<file path="config.mk">
export PLATFORM = sky130hd
export DESIGN_NAME = fit_policy_block_allocator
export DESIGN_NICKNAME = d
export VERILOG_FILES = /design/src/fpba_pkg.sv /design/src/fit_policy_block_allocator.sv /design/src/fpba_ram.sv /design/src/fpba_pick.sv
export SDC_FILE = /design/constraint.sdc
export NUM_CORES = 1
export LEC_CHECK = 0
export BUFFER_PORTS_ARGS = -buffer_cell sky130_fd_sc_hd__buf_2
export CAP_MARGIN = 10
export CORE_UTILIZATION = 56
export CTS_CLUSTER_DIAMETER = 40
export CTS_CLUSTER_SIZE = 40
export DETAILED_ROUTE_END_ITERATION = 7
export PLACE_DENSITY = 0.73
export SETUP_SLACK_MARGIN = 0.5
export SLEW_MARGIN = 20
export SYNTH_ARGS = -nofsm -noshare
export SYNTH_HDL_FRONTEND = slang
export SYNTH_SLANG_ARGS = --single-unit
export TNS_END_PERCENT = 50
</file>
<file path="constraint.sdc">
create_clock -name clk_i -period 5.4 [get_ports clk_i]
set_input_delay 1.35 -clock clk_i [delete_from_list [all_inputs] [get_ports clk_i]]
set_output_delay 1.35 -clock clk_i [all_outputs]
set_load 0.01 [all_outputs]
</file>
<file path="src/fpba_pkg.sv">
// Package for the fit-policy block allocator.
// Holds item and register codes, field widths and the control struct
// that the top level sends to the selection unit. Has no dependencies.
`default_nettype none

package fpba_pkg;

  // Field widths of the stream items and configuration registers
  localparam int unsigned CMD_W   = 2;
  localparam int unsigned BIDX_W  = 4;
  localparam int unsigned FSIZE_W = 16;
  localparam int unsigned MODE_W  = 2;
  localparam int unsigned BCNT_W  = 5;
  localparam int unsigned CFG_W   = 5;
  localparam int unsigned CFGA_W  = 1;

  // Item kinds carried in tuser
  localparam logic [CMD_W-1:0] CMD_LOAD    = 2'd0;
  localparam logic [CMD_W-1:0] CMD_ALLOC   = 2'd1;
  localparam logic [CMD_W-1:0] CMD_RESTORE = 2'd2;

  // Placement policies; unused codes behave as first fit
  localparam logic [MODE_W-1:0] MODE_FIRST = 2'd0;
  localparam logic [MODE_W-1:0] MODE_BEST  = 2'd1;
  localparam logic [MODE_W-1:0] MODE_WORST = 2'd2;

  // Configuration register indexes
  localparam logic [CFGA_W-1:0] REG_FIT_MODE    = 1'd0;
  localparam logic [CFGA_W-1:0] REG_BLOCK_COUNT = 1'd1;

  // Reset values of the configuration registers
  localparam logic [MODE_W-1:0] FIT_MODE_RST    = MODE_FIRST;
  localparam logic [BCNT_W-1:0] BLOCK_COUNT_RST = 5'd16;

  // Control from the sequencer to the selection unit
  typedef struct packed {
    logic clear;   // start a new search
    logic sample;  // a candidate entry is on the data inputs
  } pick_ctrl_t;

endpackage

`default_nettype wire

</file>
<file path="src/fit_policy_block_allocator.sv">
// Fit-policy block allocator, top level: stream ports, configuration
// registers, sequencer and the two size tables. Uses fpba_pkg, fpba_ram
// and fpba_pick.
//
// Usage:
//   Items enter on the s_axis channel; the item kind sits in tuser. Every
//   item gives exactly one result on the m_axis channel (granted in tuser,
//   block index and space left in tdata); load, restore and unknown kinds
//   give an all-zero result.
//   Both tables live in synchronous RAMs with registered reads; an allocate
//   reads the free-space table one entry a cycle, keeps the best candidate,
//   then writes the reduced free space back. Restore copies the loaded table
//   one entry a cycle through the RAM read latency. The scan of one RAM read
//   port per entry sets the time an item takes: an allocate scans
//   L = min(block_count, NUM_BLOCKS) entries, a restore NUM_BLOCKS entries.
//   One item at a time.
//   A finished result waits in the output register while the next item is
//   accepted; if the receiver stalls, the block holds a second finished
//   result internally and stops accepting until the output frees up.
//   Reset empties both tables (per-entry valid bits, invalid reads as zero),
//   sets fit_mode to first fit and block_count to 16. Configuration writes
//   take effect at once and must be made while the block is idle; the block does not enforce this.
`default_nettype none

module fit_policy_block_allocator #(
  parameter int unsigned NUM_BLOCKS = 16,
  parameter int unsigned SIZE_BITS  = 16
) (
  input  wire                        clk_i,
  input  wire                        rst_ni,
  // configuration write port
  input  wire                        cfg_we_i,
  input  wire [fpba_pkg::CFGA_W-1:0] cfg_idx_i,
  input  wire [fpba_pkg::CFG_W-1:0]  cfg_data_i,
  // input stream
  input  wire                        s_axis_tvalid,
  output logic                       s_axis_tready,
  input  wire [39:0]                 s_axis_tdata,  // block_index[3:0], block_size[19:4],
                                                    // request_size[35:20], zero[39:36]
  input  wire [fpba_pkg::CMD_W-1:0]  s_axis_tuser,  // cmd[1:0]
  // result stream
  output logic                       m_axis_tvalid,
  input  wire                        m_axis_tready,
  output logic [23:0]                m_axis_tdata,  // assigned_block[3:0], space_left[19:4],
                                                    // zero[23:20]
  output logic                       m_axis_tuser   // granted
);
  import fpba_pkg::*;

  localparam int unsigned IDX_W = (NUM_BLOCKS > 1) ? $clog2(NUM_BLOCKS) : 1;
  localparam int unsigned CNT_W = $clog2(NUM_BLOCKS + 1);

  // sequencer states
  localparam logic [2:0] S_IDLE = 3'd0;
  localparam logic [2:0] S_SCAN = 3'd1;
  localparam logic [2:0] S_WB   = 3'd2;
  localparam logic [2:0] S_REST = 3'd3;
  localparam logic [2:0] S_DONE = 3'd4;

  // input fields
  logic [CMD_W-1:0]   in_cmd;
  logic [BIDX_W-1:0]  in_idx;
  logic [FSIZE_W-1:0] in_size;
  logic [FSIZE_W-1:0] in_req;
  logic               in_acc;
  logic               out_acc;

  assign in_cmd  = s_axis_tuser;
  assign in_idx  = s_axis_tdata[3:0];
  assign in_size = s_axis_tdata[19:4];
  assign in_req  = s_axis_tdata[35:20];

  // configuration registers
  logic [MODE_W-1:0] fit_mode_q;
  logic [BCNT_W-1:0] block_count_q;

  always_ff @(posedge clk_i or negedge rst_ni) begin
    if (!rst_ni) begin
      fit_mode_q    <= FIT_MODE_RST;
      block_count_q <= BLOCK_COUNT_RST;
    end else if (cfg_we_i) begin
      unique case (cfg_idx_i)
        REG_FIT_MODE:    fit_mode_q    <= cfg_data_i[MODE_W-1:0];
        REG_BLOCK_COUNT: block_count_q <= cfg_data_i[BCNT_W-1:0];
        default: ;
      endcase
    end
  end

  // sequencer and datapath registers
  logic [2:0]           state_q, state_d;
  logic [CNT_W-1:0]     cnt_q, cnt_d;
  logic [CNT_W-1:0]     limit_q, limit_d;
  logic                 rd_vld_q, rd_vld_d;
  logic [IDX_W-1:0]     rd_idx_q, rd_idx_d;
  logic [SIZE_BITS-1:0] req_q, req_d;
  logic [NUM_BLOCKS-1:0] lv_q, lv_d;  // loaded table entry written
  logic [NUM_BLOCKS-1:0] fv_q, fv_d;  // free table entry written
  logic                 res_granted_q, res_granted_d;
  logic [BIDX_W-1:0]    res_blk_q, res_blk_d;
  logic [FSIZE_W-1:0]   res_space_q, res_space_d;
  logic                 out_valid_q, out_valid_d;
  logic                 out_granted_q;
  logic [BIDX_W-1:0]    out_blk_q;
  logic [FSIZE_W-1:0]   out_space_q;

  // RAM ports
  logic                 ls_we, ls_re, fs_we, fs_re;
  logic [IDX_W-1:0]     ls_waddr, fs_waddr, rd_addr;
  logic [SIZE_BITS-1:0] ls_wdata, fs_wdata, ls_rdata, fs_rdata;

  // selection unit
  pick_ctrl_t           pick_ctrl;
  logic                 pick_found;
  logic [IDX_W-1:0]     pick_idx;
  logic [SIZE_BITS-1:0] pick_val;
  logic [SIZE_BITS-1:0] cand_space;
  logic [SIZE_BITS-1:0] wb_space;
  logic [IDX_W-1:0]     load_addr;
  logic                 load_in_range;

  assign s_axis_tready = (state_q == S_IDLE);
  assign in_acc        = s_axis_tvalid && s_axis_tready;
  assign out_acc       = m_axis_tvalid && m_axis_tready;

  assign load_addr     = IDX_W'(in_idx);
  assign load_in_range = (32'(in_idx) < NUM_BLOCKS);
  assign rd_addr       = IDX_W'(cnt_q);
  assign cand_space    = fv_q[rd_idx_q] ? fs_rdata : '0;
  assign wb_space      = pick_val - req_q;

  always_comb begin
    state_d       = state_q;
    cnt_d         = cnt_q;
    limit_d       = limit_q;
    rd_vld_d      = 1'b0;
    rd_idx_d      = rd_idx_q;
    req_d         = req_q;
    lv_d          = lv_q;
    fv_d          = fv_q;
    res_granted_d = res_granted_q;
    res_blk_d     = res_blk_q;
    res_space_d   = res_space_q;
    out_valid_d   = out_valid_q && !out_acc;
    ls_we         = 1'b0;
    ls_waddr      = load_addr;
    ls_wdata      = SIZE_BITS'(in_size);
    ls_re         = 1'b0;
    fs_we         = 1'b0;
    fs_waddr      = load_addr;
    fs_wdata      = SIZE_BITS'(in_size);
    fs_re         = 1'b0;
    pick_ctrl     = '0;

    unique case (state_q)
      S_IDLE: begin
        if (in_acc) begin
          res_granted_d = 1'b0;
          res_blk_d     = '0;
          res_space_d   = '0;
          cnt_d         = '0;
          state_d       = S_DONE;
          case (in_cmd)
            CMD_LOAD: begin
              if (load_in_range) begin
                ls_we           = 1'b1;
                fs_we           = 1'b1;
                lv_d[load_addr] = 1'b1;
                fv_d[load_addr] = 1'b1;
              end
            end
            CMD_ALLOC: begin
              req_d           = SIZE_BITS'(in_req);
              pick_ctrl.clear = 1'b1;
              if (32'(block_count_q) > NUM_BLOCKS) begin
                limit_d = CNT_W'(NUM_BLOCKS);
              end else begin
                limit_d = CNT_W'(block_count_q);
              end
              state_d = S_SCAN;
            end
            CMD_RESTORE: begin
              // entries never loaded read as zero from here on
              fv_d    = lv_q;
              state_d = S_REST;
            end
            default: ;
          endcase
        end
      end

      S_SCAN: begin
        // issue one read per cycle, judge the entry read the cycle before
        if (cnt_q < limit_q) begin
          fs_re    = 1'b1;
          rd_vld_d = 1'b1;
          rd_idx_d = rd_addr;
          cnt_d    = cnt_q + 1'b1;
        end
        pick_ctrl.sample = rd_vld_q;
        if (!(cnt_q < limit_q) && !rd_vld_q) begin
          state_d = S_WB;
        end
      end

      S_WB: begin
        // write the reduced free space back to the chosen entry
        if (pick_found) begin
          fs_we          = 1'b1;
          fs_waddr       = pick_idx;
          fs_wdata       = wb_space;
          fv_d[pick_idx] = 1'b1;
          res_granted_d  = 1'b1;
          res_blk_d      = BIDX_W'(pick_idx);
          res_space_d    = FSIZE_W'(wb_space);
        end
        state_d = S_DONE;
      end

      S_REST: begin
        // copy loaded sizes into the free table, one entry per cycle
        if (cnt_q < CNT_W'(NUM_BLOCKS)) begin
          ls_re    = 1'b1;
          rd_vld_d = 1'b1;
          rd_idx_d = rd_addr;
          cnt_d    = cnt_q + 1'b1;
        end
        if (rd_vld_q) begin
          fs_we    = 1'b1;
          fs_waddr = rd_idx_q;
          fs_wdata = ls_rdata;
        end
        if (!(cnt_q < CNT_W'(NUM_BLOCKS)) && !rd_vld_q) begin
          state_d = S_DONE;
        end
      end

      S_DONE: begin
        if (!out_valid_q || m_axis_tready) begin
          out_valid_d = 1'b1;
          state_d     = S_IDLE;
        end
      end

      default: state_d = S_IDLE;
    endcase
  end

  always_ff @(posedge clk_i or negedge rst_ni) begin
    if (!rst_ni) begin
      state_q     <= S_IDLE;
      cnt_q       <= '0;
      limit_q     <= '0;
      rd_vld_q    <= 1'b0;
      lv_q        <= '0;
      fv_q        <= '0;
      out_valid_q <= 1'b0;
    end else begin
      state_q     <= state_d;
      cnt_q       <= cnt_d;
      limit_q     <= limit_d;
      rd_vld_q    <= rd_vld_d;
      lv_q        <= lv_d;
      fv_q        <= fv_d;
      out_valid_q <= out_valid_d;
    end
  end

  // payload registers
  always_ff @(posedge clk_i) begin
    rd_idx_q      <= rd_idx_d;
    req_q         <= req_d;
    res_granted_q <= res_granted_d;
    res_blk_q     <= res_blk_d;
    res_space_q   <= res_space_d;
    if (state_q == S_DONE && (!out_valid_q || m_axis_tready)) begin
      out_granted_q <= res_granted_q;
      out_blk_q     <= res_blk_q;
      out_space_q   <= res_space_q;
    end
  end

  // table of sizes as loaded
  fpba_ram #(
    .WIDTH(SIZE_BITS),
    .DEPTH(NUM_BLOCKS)
  ) u_loaded_ram (
    .clk_i  (clk_i),
    .we_i   (ls_we),
    .waddr_i(ls_waddr),
    .wdata_i(ls_wdata),
    .re_i   (ls_re),
    .raddr_i(rd_addr),
    .rdata_o(ls_rdata)
  );

  // table of free space
  fpba_ram #(
    .WIDTH(SIZE_BITS),
    .DEPTH(NUM_BLOCKS)
  ) u_free_ram (
    .clk_i  (clk_i),
    .we_i   (fs_we),
    .waddr_i(fs_waddr),
    .wdata_i(fs_wdata),
    .re_i   (fs_re),
    .raddr_i(rd_addr),
    .rdata_o(fs_rdata)
  );

  fpba_pick #(
    .IDX_W (IDX_W),
    .SIZE_W(SIZE_BITS)
  ) u_pick (
    .clk_i  (clk_i),
    .rst_ni (rst_ni),
    .ctrl_i (pick_ctrl),
    .mode_i (fit_mode_q),
    .req_i  (req_q),
    .idx_i  (rd_idx_q),
    .space_i(cand_space),
    .found_o(pick_found),
    .idx_o  (pick_idx),
    .val_o  (pick_val)
  );

  // result stream
  assign m_axis_tvalid = out_valid_q;
  assign m_axis_tuser  = out_granted_q;
  assign m_axis_tdata  = {4'b0000, out_space_q, out_blk_q};

`ifndef SYNTH
  // the scan never reads past its limit, which never exceeds the table
  a_scan_bound: assert property (@(posedge clk_i) disable iff (!rst_ni)
    (state_q == S_SCAN) |-> (cnt_q <= limit_q && 32'(limit_q) <= NUM_BLOCKS))
    else $error("scan counter out of range");
  // a load in range marks both table entries as written
  a_load_marks: assert property (@(posedge clk_i) disable iff (!rst_ni)
    (in_acc && in_cmd == CMD_LOAD && load_in_range)
      |=> (lv_q[$past(load_addr)] && fv_q[$past(load_addr)]))
    else $error("load did not mark its entry");
  // a grant written back never underflows
  a_wb_fits: assert property (@(posedge clk_i) disable iff (!rst_ni)
    (state_q == S_WB && pick_found) |-> (pick_val >= req_q))
    else $error("write-back underflows");
  // no result is dropped while the receiver stalls
  a_hold_result: assert property (@(posedge clk_i) disable iff (!rst_ni)
    (out_valid_q && !m_axis_tready) |=> (out_valid_q && $stable(m_axis_tdata)))
    else $error("pending result lost");
`endif

endmodule

`default_nettype wire

</file>
<file path="src/fpba_ram.sv">
// Generic simple dual-port RAM: one write port, one registered read port.
// Read data is registered and appears in the cycle after the read enable. No dependencies.
`default_nettype none

module fpba_ram #(
  parameter int unsigned WIDTH = 16,
  parameter int unsigned DEPTH = 16
) (
  input  wire                                      clk_i,
  input  wire                                      we_i,
  input  wire [((DEPTH > 1) ? $clog2(DEPTH) : 1)-1:0] waddr_i,
  input  wire [WIDTH-1:0]                          wdata_i,
  input  wire                                      re_i,
  input  wire [((DEPTH > 1) ? $clog2(DEPTH) : 1)-1:0] raddr_i,
  output logic [WIDTH-1:0]                         rdata_o
);

  logic [WIDTH-1:0] mem_q [DEPTH];
  logic [WIDTH-1:0] rdata_q;

  // write port
  always_ff @(posedge clk_i) begin
    if (we_i) begin
      mem_q[waddr_i] <= wdata_i;
    end
  end

  // registered read port
  always_ff @(posedge clk_i) begin
    if (re_i) begin
      rdata_q <= mem_q[raddr_i];
    end
  end

  assign rdata_o = rdata_q;

endmodule

`default_nettype wire

</file>
<file path="src/fpba_pick.sv">
// Selection unit: sees one candidate entry per cycle and keeps the best
// fitting one under the current policy. Uses fpba_pkg.
`default_nettype none

module fpba_pick #(
  parameter int unsigned IDX_W  = 4,
  parameter int unsigned SIZE_W = 16
) (
  input  wire                        clk_i,
  input  wire                        rst_ni,
  input  fpba_pkg::pick_ctrl_t       ctrl_i,
  input  wire [fpba_pkg::MODE_W-1:0] mode_i,
  input  wire [SIZE_W-1:0]           req_i,
  input  wire [IDX_W-1:0]            idx_i,
  input  wire [SIZE_W-1:0]           space_i,
  output logic                       found_o,
  output logic [IDX_W-1:0]           idx_o,
  output logic [SIZE_W-1:0]          val_o
);
  import fpba_pkg::*;

  logic              found_q, found_d;
  logic [IDX_W-1:0]  idx_q, idx_d;
  logic [SIZE_W-1:0] val_q, val_d;
  logic              fits, take;

  // a fitting candidate is taken if none is held or, in best/worst fit, if strictly better; ties keep the lower index
  always_comb begin
    fits = (space_i >= req_i);
    take = 1'b0;
    if (fits) begin
      if (!found_q) begin
        take = 1'b1;
      end else if (mode_i == MODE_BEST) begin
        take = (space_i < val_q);
      end else if (mode_i == MODE_WORST) begin
        take = (space_i > val_q);
      end
    end
  end

  always_comb begin
    found_d = found_q;
    idx_d   = idx_q;
    val_d   = val_q;
    if (ctrl_i.clear) begin
      found_d = 1'b0;
    end else if (ctrl_i.sample && take) begin
      found_d = 1'b1;
      idx_d   = idx_i;
      val_d   = space_i;
    end
  end

  always_ff @(posedge clk_i or negedge rst_ni) begin
    if (!rst_ni) begin
      found_q <= 1'b0;
    end else begin
      found_q <= found_d;
    end
  end

  always_ff @(posedge clk_i) begin
    idx_q <= idx_d;
    val_q <= val_d;
  end

  assign found_o = found_q;
  assign idx_o   = idx_q;
  assign val_o   = val_q;

`ifndef SYNTH
  // a held choice always fits the request it was found for
  a_held_fits: assert property (@(posedge clk_i) disable iff (!rst_ni)
    (ctrl_i.sample && !ctrl_i.clear && take) |=> (val_q >= $past(req_i)))
    else $error("selected entry does not fit");
  // first fit never replaces a choice once made
  a_first_keeps: assert property (@(posedge clk_i) disable iff (!rst_ni)
    (found_q && !ctrl_i.clear && mode_i != MODE_BEST && mode_i != MODE_WORST)
      |=> (found_q && idx_q == $past(idx_q)))
    else $error("first fit replaced its choice");
  // clearing drops the choice
  a_clear: assert property (@(posedge clk_i) disable iff (!rst_ni)
    ctrl_i.clear |=> !found_q)
    else $error("choice survived a clear");
`endif

endmodule

`default_nettype wire

</file>
# [After elaboration in Yosys (flattened, before gate mapping)]
# Memory sizes are Yosys's and may differ from the RTL's. A register that Yosys moved wholly into a read port is not among the register bits.
# Cells that the tools add are included.
[op_classes] n_bitwise=5 eq_ne=16 addsub=2 order_cmp=11 muxes=67 n_reduce_logical=31
[ops] cell="$pmux W16 S2" n=4
[ops] cell="$mux W16" n=7
[ops] cell="$or A16 B16 Y16" n=3
[ops] cell="$mux W1" n=30
[ops] cell="$mux W4" n=6
[ops] cell="$pmux W4 S2" n=3
[ops] cell="$mux W5" n=4
[ops] cell="$ge A16 B16 Y1" n=1
[ops] cell="$gt A16 B16 Y1" n=1
[ops] cell="$lt A16 B16 Y1" n=1
[ops] cell="$sub A16 B16 Y16" n=1
[ops] cell="$lt A4 B5 Y1 const B" n=3
[ops] cell="$pmux W3 S5" n=1
[ops] cell="$pmux W5 S3" n=1
[ops] cell="$mux W3" n=4
[ops] cell="$reduce_and A3 Y1" n=4
[ops] cell="$reduce_and A4 Y1" n=3
[ops] cell="$logic_and A1 B1 Y1" n=9
[ops] cell="$demux W1 S4" n=2
[ops] cell="$ge A4 B1 Y1 const B" n=2
[ops] cell="$ne A2 B2 Y1 const B" n=4
[ops] cell="$eq A3 B2 Y1 const B" n=2
[ops] cell="$ne A2 B1 Y1 const B" n=3
[ops] cell="$pmux W3 S2" n=1
[ops] cell="other kinds (20)" n=32
[word_totals] n_memories=2 word_cells=154 ramBits=512 in_bits=53 output_inout_bits=27 ff_bits=137
[mem_list] memory="u_free_ram.mem_q" words=16 width=16 rd=1 rd_ports_with_merged_regs=1 write_ports=1 line="fpba_ram.sv:18" text="logic [WIDTH-1:0] mem_q [DEPTH];"
[mem_list] memory="u_loaded_ram.mem_q" words=16 width=16 rd=1 rd_ports_with_merged_regs=1 write_ports=1 line="fpba_ram.sv:18"

# [Longest topological paths before layout]
[logic_depth] ltp_word=11 mapped_depth=13

# [Modules after synthesis]
# From an unflattened synthesis, not the netlist that was laid out.
[unflattened] cells_unflattened=1561 hier_area_um2=28055.7
[by_module_without_submodules] mod="fpba_ram" area_per_inst_um2=10202.3 instances=2 cells_per_inst=432
[by_module_without_submodules] mod="fit_policy_block_allocator" area_per_inst_um2=6184.7 instances=1 cells_per_inst=560
[by_module_without_submodules] mod="fpba_pick" area_per_inst_um2=1466.4 instances=1 cells_per_inst=137

# [Worst setup path before layout]
# OpenSTA, ideal clock, no wires.
[synth_timing] path_kind="flip-flop to flip-flop" from="reg rd_idx_q[3]" to="reg u_pick.idx_q[0], in the netlist u_pick.idx_o[0] (enable)" t_required_ns=4.991 t_arrival_ns=3.836 setup_time_ns=0.409 path_stages_with_launch=14 path_slack_ns=1.155 cell_sequence="edfxtp_1 mux4_2 mux2i_1 mux2i_2 clkbuf_1 and2_1 ha_1 a21oi_1 o21ai_0 o21ai_0 a31oi_1 a211oi_2 nand4bb_1 a31oi_1"
[synth_between] elab_chain_cells=10 elab_cells_between_ends=12
[synth_rtl] element="start, declared" line="fit_policy_block_allocator.sv:95" text="logic [IDX_W-1:0] rd_idx_q, rd_idx_d;"
[synth_rtl] element="start signal, assigned" line="fit_policy_block_allocator.sv:271" text="rd_idx_q <= rd_idx_d;"
[synth_rtl] element="$bmux W1 S4 (*)" line="fit_policy_block_allocator.sv:129" text="assign cand_space = fv_q[rd_idx_q] ? fs_rdata : '0;"
[synth_rtl] element="$mux W1 (not written as such) (*)" line="fit_policy_block_allocator.sv:129"
[synth_rtl] element="$mux W16 (*)" line="fit_policy_block_allocator.sv:129"
[synth_rtl] element="via cand_space[5]" line="fit_policy_block_allocator.sv:117" text="logic [SIZE_BITS-1:0] cand_space;"
[synth_rtl] element="$gt A16 B16 Y1" line="fpba_pick.sv:37" text="take = (space_i > val_q);"
[synth_rtl] element="$mux W1" line="fpba_pick.sv:36" text="end else if (mode_i == MODE_WORST) begin"
[synth_rtl] element="$mux W1" line="fpba_pick.sv:34" text="end else if (mode_i == MODE_BEST) begin"
[synth_rtl] element="$mux W1" line="fpba_pick.sv:32" text="if (!found_q) begin"
[synth_rtl] element="$mux W1 (*)" line="fpba_pick.sv:31" text="if (fits) begin"
[synth_rtl] element="$logic_and A1 B1 Y1 (*)" line="fpba_pick.sv:48" text="end else if (ctrl_i.sample && take) begin"
[synth_rtl] element="$reduce_and A2 Y1 (no line) (*)"
[synth_rtl] element="end signal, assigned" line="fpba_pick.sv:64" text="idx_q <= idx_d;"
[synth_rtl] element="end, declared" line="fpba_pick.sv:23" text="logic [IDX_W-1:0] idx_q, idx_d;"
# Mark *: on every way through the listed nets, which the timed path passes. The rest lies on a longest branch. The select of a mux whose other input is x is not followed.
# A chain may end at the register's enable or synchronous reset.

# [Final worst setup path]
[layout_timing] from="reg rd_idx_q[3]" to="reg u_pick.val_q[6], in the netlist u_pick.val_o[6] (enable)"
[layout_between] elab_chain_cells=10 elab_cells_between_ends=12
[layout_rtl] element="$bmux W1 S4 (*)" line="fit_policy_block_allocator.sv:129"
[layout_rtl] element="$mux W1 (not written as such) (*)" line="fit_policy_block_allocator.sv:129"
[layout_rtl] element="$mux W16 (*)" line="fit_policy_block_allocator.sv:129"
[layout_rtl] element="via cand_space[5]" line="fit_policy_block_allocator.sv:117"
[layout_rtl] element="$gt A16 B16 Y1" line="fpba_pick.sv:37"
[layout_rtl] element="$mux W1" line="fpba_pick.sv:36"
[layout_rtl] element="$mux W1" line="fpba_pick.sv:34"
[layout_rtl] element="$mux W1" line="fpba_pick.sv:32"
[layout_rtl] element="$mux W1 (*)" line="fpba_pick.sv:31"
[layout_rtl] element="$logic_and A1 B1 Y1 (*)" line="fpba_pick.sv:48"
[layout_rtl] element="$reduce_and A2 Y1 (no line) (*)"
[layout_rtl] element="end signal, assigned" line="fpba_pick.sv:65" text="val_q <= val_d;"
[layout_rtl] element="end, declared" line="fpba_pick.sv:24" text="logic [SIZE_W-1:0] val_q, val_d;"
# Marked as above.

==> summary.txt <==
Timing
  – Smallest setup slack after layout: between 0.9 and 1 ns
  – Final-layout worst hold slack: roughly 0.42 ns
  – Setup clock skew after layout: roughly 0.04 ns
  – Worst Tran Pin Value: about 1.0 ns
  – Post-route fraction of the period consumed by the critical path: 0.819
  – Final hold viol count: 0
  – Achievable clock frequency: around 0.23 GHz
  – Final period demand of the worst path: roughly 4.4 ns
  – Worst slew margin relative to its limit: 0.323
  – Number of pins with negative max-slew slack in the final report: 0
  – Finish-stage setup viols: 0
  – RSZ-0062 raised after global routing: false
  – Post-Route Setup TNS: 0 ns

Placed design
  – IO buf count: 71
  – Worst slack at placement: approximately 0.96 ns
  – Post-detailed-placement half-perimeter wirelength: ~35,000 µm
  – Weighted congestion at the end of routability-driven global placement: 0.839

Layout
  – Net total in the final layout: 1,687
  – Leading cell type in the layout, fill and taps excluded: sky130_fd_sc_hd__edfxtp_1
  – Total of fill cells in the finished design: between 3,000 and 4,000
  – Most frequent cells in the layout: sky130_fd_sc_hd__edfxtp_1, sky130_fd_sc_hd__mux4_2, sky130_fd_sc_hd__clkbuf_16
  – Signed area change from the synthesized netlist to the final layout: 14.9%
  – Layout cells sized above 1: 0.303
  – Core Util, Final: 0.659

Power and ir drop
  – Pwr per Cell Area: ~460 nW/µm²
  – Largest voltage drop on the vdd net: 0.000289 V
  – Pleak: about 11 nW

Clocking
  – Worst-path clk slew: 0.06 ns
  – CTS hold repair buffers: 0
  – Cts bufs inserted: 77
  – Post-cts resize count: 0
  – H-tree lvl count: 3
  – Cell at the root of the clock tree: sky130_fd_sc_hd__clkbuf_16
  – Source-to-sink clock delay at the later pin of the worst-skew pair: approximately 0.64 ns
  – CTS Buffer Depth: 3
  – Post-CTS setup buffer count: 0
  – Count of clock tree sinks: between 600 and 700
  – CTS tree: yes

Synth
  – Post-synth EDFFs: approximately 630
  – Cell type with the highest aggregate area in the netlist: sky130_fd_sc_hd__edfxtp_1
  – Async set-or-reset flop fraction in the synthesized netlist: 0.0808
  – Netlist cell types: slightly below 60
  – Post-synthesis cell count: between 1,000 and 1,500
  – Post-synth top area share: 0.681
  – Most frequently used flop master after synthesis: sky130_fd_sc_hd__edfxtp_1
  – Number of warnings printed during yosys synthesis: 0
  – Synth Register Bits: slightly below 700
  – Post-Synthesis Mean Instance Area: ~19 µm²
  – Sequential fraction of the synthesis area: 0.731
  – Most area-consuming cells after synthesis: sky130_fd_sc_hd__edfxtp_1, sky130_fd_sc_hd__mux4_2, sky130_fd_sc_hd__dfrtp_1, sky130_fd_sc_hd__ha_1, sky130_fd_sc_hd__nor2_1
  – Cell area after synthesis: 27,600 µm²

Outcome
  – Outcome: finished clean

Run
  – Number of max-cap violations: 0

Setup path
  – Required time of the critical path: 5.69 ns
  – Critical Path AT: around 4.7 ns
  – Setup crit start kind: flop
  – Crit Path Class: reg -> reg
  – Kind of end point of the critical path: flop
  – Highest net fanout along the worst path: 16

Global route
  – Initial antenna violation count: 3
  – Vias in the first global route: 14,800
  – Wire length of the first global-routing pass: 92,900 µm
  – Pin count of the biggest net entering global routing: between 80 and 90
  – GRT Total Usage: 0.256
  – Global-route congestion overflow total: 0

Drt
  – Final routed wirelength across all metal layers: ~61,000 µm
  – Length of the first detailed-routing pass in iterations: 5
  – Vias/cell: 6.22
  – Number of DRC markers after the initial detailed-route iteration: roughly 1,500
  – Average wire per standard cell: around 27 µm
  – Detail Route Antenna Nets: 0
  – Number of vias in the routed layout: 14,300
  – DRC violations left: 0

Die
  – Starting Density: 0.573
  – Die outline area: about 50,000 µm²
  – Die height: 224 µm
  – Number of top-level pins: 80
  – Chip Width: about 220 µm
  – Total number of placement rows: 80
  – Floorplan Core Area: between 40,000 and 50,000 µm²

Hold path
  – Kind of path behind the tightest hold check: reg -> reg
## cell usage after synthesis (2+ instances only)
| cell type | count |
|---|---|
| sky130_fd_sc_hd__a211oi_1 | 11 |
| sky130_fd_sc_hd__o22ai_1 | 2 |
| sky130_fd_sc_hd__nand4_1 | 5 |
| sky130_fd_sc_hd__buf_1 | 5 |
| sky130_fd_sc_hd__and3_1 | 3 |
| sky130_fd_sc_hd__xnor2_1 | 7 |
| sky130_fd_sc_hd__mux2i_1 | 2 |
| sky130_fd_sc_hd__nand2b_1 | 10 |
| sky130_fd_sc_hd__buf_4 | 4 |
| sky130_fd_sc_hd__mux4_2 | 164 |
| sky130_fd_sc_hd__clkbuf_2 | 2 |
| sky130_fd_sc_hd__dfrtp_1 | 54 |
| sky130_fd_sc_hd__or2_2 | 22 |
| sky130_fd_sc_hd__nand3_1 | 11 |
| sky130_fd_sc_hd__o21ai_0 | 32 |
| sky130_fd_sc_hd__a311oi_1 | 7 |
| sky130_fd_sc_hd__and2_1 | 22 |
| sky130_fd_sc_hd__buf_2 | 17 |
| sky130_fd_sc_hd__ha_1 | 54 |
| sky130_fd_sc_hd__clkbuf_1 | 41 |
| sky130_fd_sc_hd__o22a_1 | 16 |
| sky130_fd_sc_hd__o21a_1 | 4 |
| sky130_fd_sc_hd__a21oi_1 | 26 |
| sky130_fd_sc_hd__a222oi_1 | 2 |
| sky130_fd_sc_hd__a41oi_1 | 2 |
| sky130_fd_sc_hd__nor3_1 | 21 |
| sky130_fd_sc_hd__o2111ai_1 | 6 |
| sky130_fd_sc_hd__nor2_1 | 76 |
| sky130_fd_sc_hd__a31oi_1 | 10 |
| sky130_fd_sc_hd__xor2_1 | 12 |
| sky130_fd_sc_hd__a22oi_1 | 18 |
| sky130_fd_sc_hd__mux2_2 | 8 |
| sky130_fd_sc_hd__nand2_1 | 35 |
| sky130_fd_sc_hd__a21o_1 | 14 |
| sky130_fd_sc_hd__nor4_1 | 2 |
| sky130_fd_sc_hd__nor2b_1 | 12 |
| sky130_fd_sc_hd__edfxtp_1 | 626 |
| sky130_fd_sc_hd__inv_1 | 46 |
| sky130_fd_sc_hd__nand3b_1 | 6 |
| sky130_fd_sc_hd__or3_1 | 2 |
## where the power goes
part	total, W	internal, W	switching [W]
sequential	0.00644	0.00625	0.000181
combinational	0.00261	0.00120	0.00140
clock	0.00539	0.00309	0.00231
total	0.0144	0.0105	0.00389
## layer usage
metal,share of wire,vias to the layer above,global-route usage,routed length (µm)
met3,0.084,112,0.0489,5150
met5,0.00020,-,0,12
met4,0.031,2,0.101,1930
met2,0.49,659,0.406,30000
met1,0.39,7428,0.354,24200
li1,-,6101,-,-
## flip-flops by register name, summed over array words and instances, names as in the netlist, 2 cells and up
| signal | count |
|---|---|
| u_loaded_ram.rdata_o | 16 |
| block_count_q | 5 |
| out_space_q | 16 |
| cnt_q | 5 |
| rd_idx_q | 4 |
| out_blk_q | 4 |
| u_loaded_ram.mem_q | 256 |
| req_q | 16 |
| u_free_ram.mem_q | 256 |
| res_blk_q | 4 |
| limit_q | 5 |
| u_pick.val_o | 16 |
| lv_q | 16 |
| u_pick.idx_o | 4 |
| fit_mode_q | 2 |
| fv_q | 16 |
| u_free_ram.rdata_o | 16 |
| res_space_q | 16 |
| state_q | 3 |
## final cells by class
| class | instances | area, µm² | share of cell area |
|---|---|---|---|
| tap | 656 | 821 | 0.0259 |
| sequential | 681 | 20200 | 0.637 |
| antenna | 2 | 5.00 | 0.000158 |
| inverter | 48 | 180 | 0.00568 |
| clock buffer | 87 | 2040 | 0.0643 |
| clock inverter | 56 | 651 | 0.0205 |
| multi-input combinational | 643 | 7030 | 0.222 |
| timing repair buffer | 128 | 796 | 0.0251 |
## final timing paths
kind	start	endpoint	slack, ns	depth (start not counted)
max reg2reg	rd_idx_q[3]	u_pick.val_o[6]	0.98	13
max	rd_idx_q[3]	u_pick.val_o[6]	0.98	13
min in group asynchronous	rst_ni	lv_q[1]	0.88	2
min	res_blk_q[1]	out_blk_q[1]	0.42	0
max in group asynchronous	rst_ni	cnt_q[1]	3.97	2
min reg2reg	res_blk_q[1]	out_blk_q[1]	0.42	0
## worst max-delay path, stage by stage, from the launching register on
cell and delay [ns]:
sky130_fd_sc_hd__edfxtp_1 0.55, sky130_fd_sc_hd__mux4_2 0.40, sky130_fd_sc_hd__mux2i_1 0.11, sky130_fd_sc_hd__mux2i_2 0.66, sky130_fd_sc_hd__and2_1 0.30, sky130_fd_sc_hd__ha_1 0.27, sky130_fd_sc_hd__a21oi_1 0.17, sky130_fd_sc_hd__o21ai_0 0.18
sky130_fd_sc_hd__nor2_1 0.17, sky130_fd_sc_hd__o211ai_1 0.12, sky130_fd_sc_hd__a211oi_2 0.32, sky130_fd_sc_hd__nand3b_1 0.14, sky130_fd_sc_hd__a31oi_2 0.38, sky130_fd_sc_hd__buf_4 0.33
## logic make-up (layout without fill, tap and decap cells)
group	count (synthesis)	in the layout	share of synthesized area
buf+inv	117	319	0.0173
compound gates	159	159	0.0400
fa+ha+maj	55	55	0.0252
other cells	1	6	0.000136
xor+xnor	19	19	0.00603
mux	176	176	0.139
flops	681	681	0.731
simple gates	230	230	0.0412
## metrics by stage
| step | total power (W) | std cells | cell area [µm²] |
|---|---|---|---|
| after floorplan | 0.00841 | 1441 | 27600 |
| after global placement | 0.00907 | 2156 | 29000 |
| after detailed placement | 0.00915 | 2156 | 29000 |
| after CTS | 0.0145 | 2299 | 31700 |
| after global routing | 0.0150 | 2300 | 31700 |
| final | 0.0144 | 2301 | 31700 |
(Power assumes the default switching activity.)
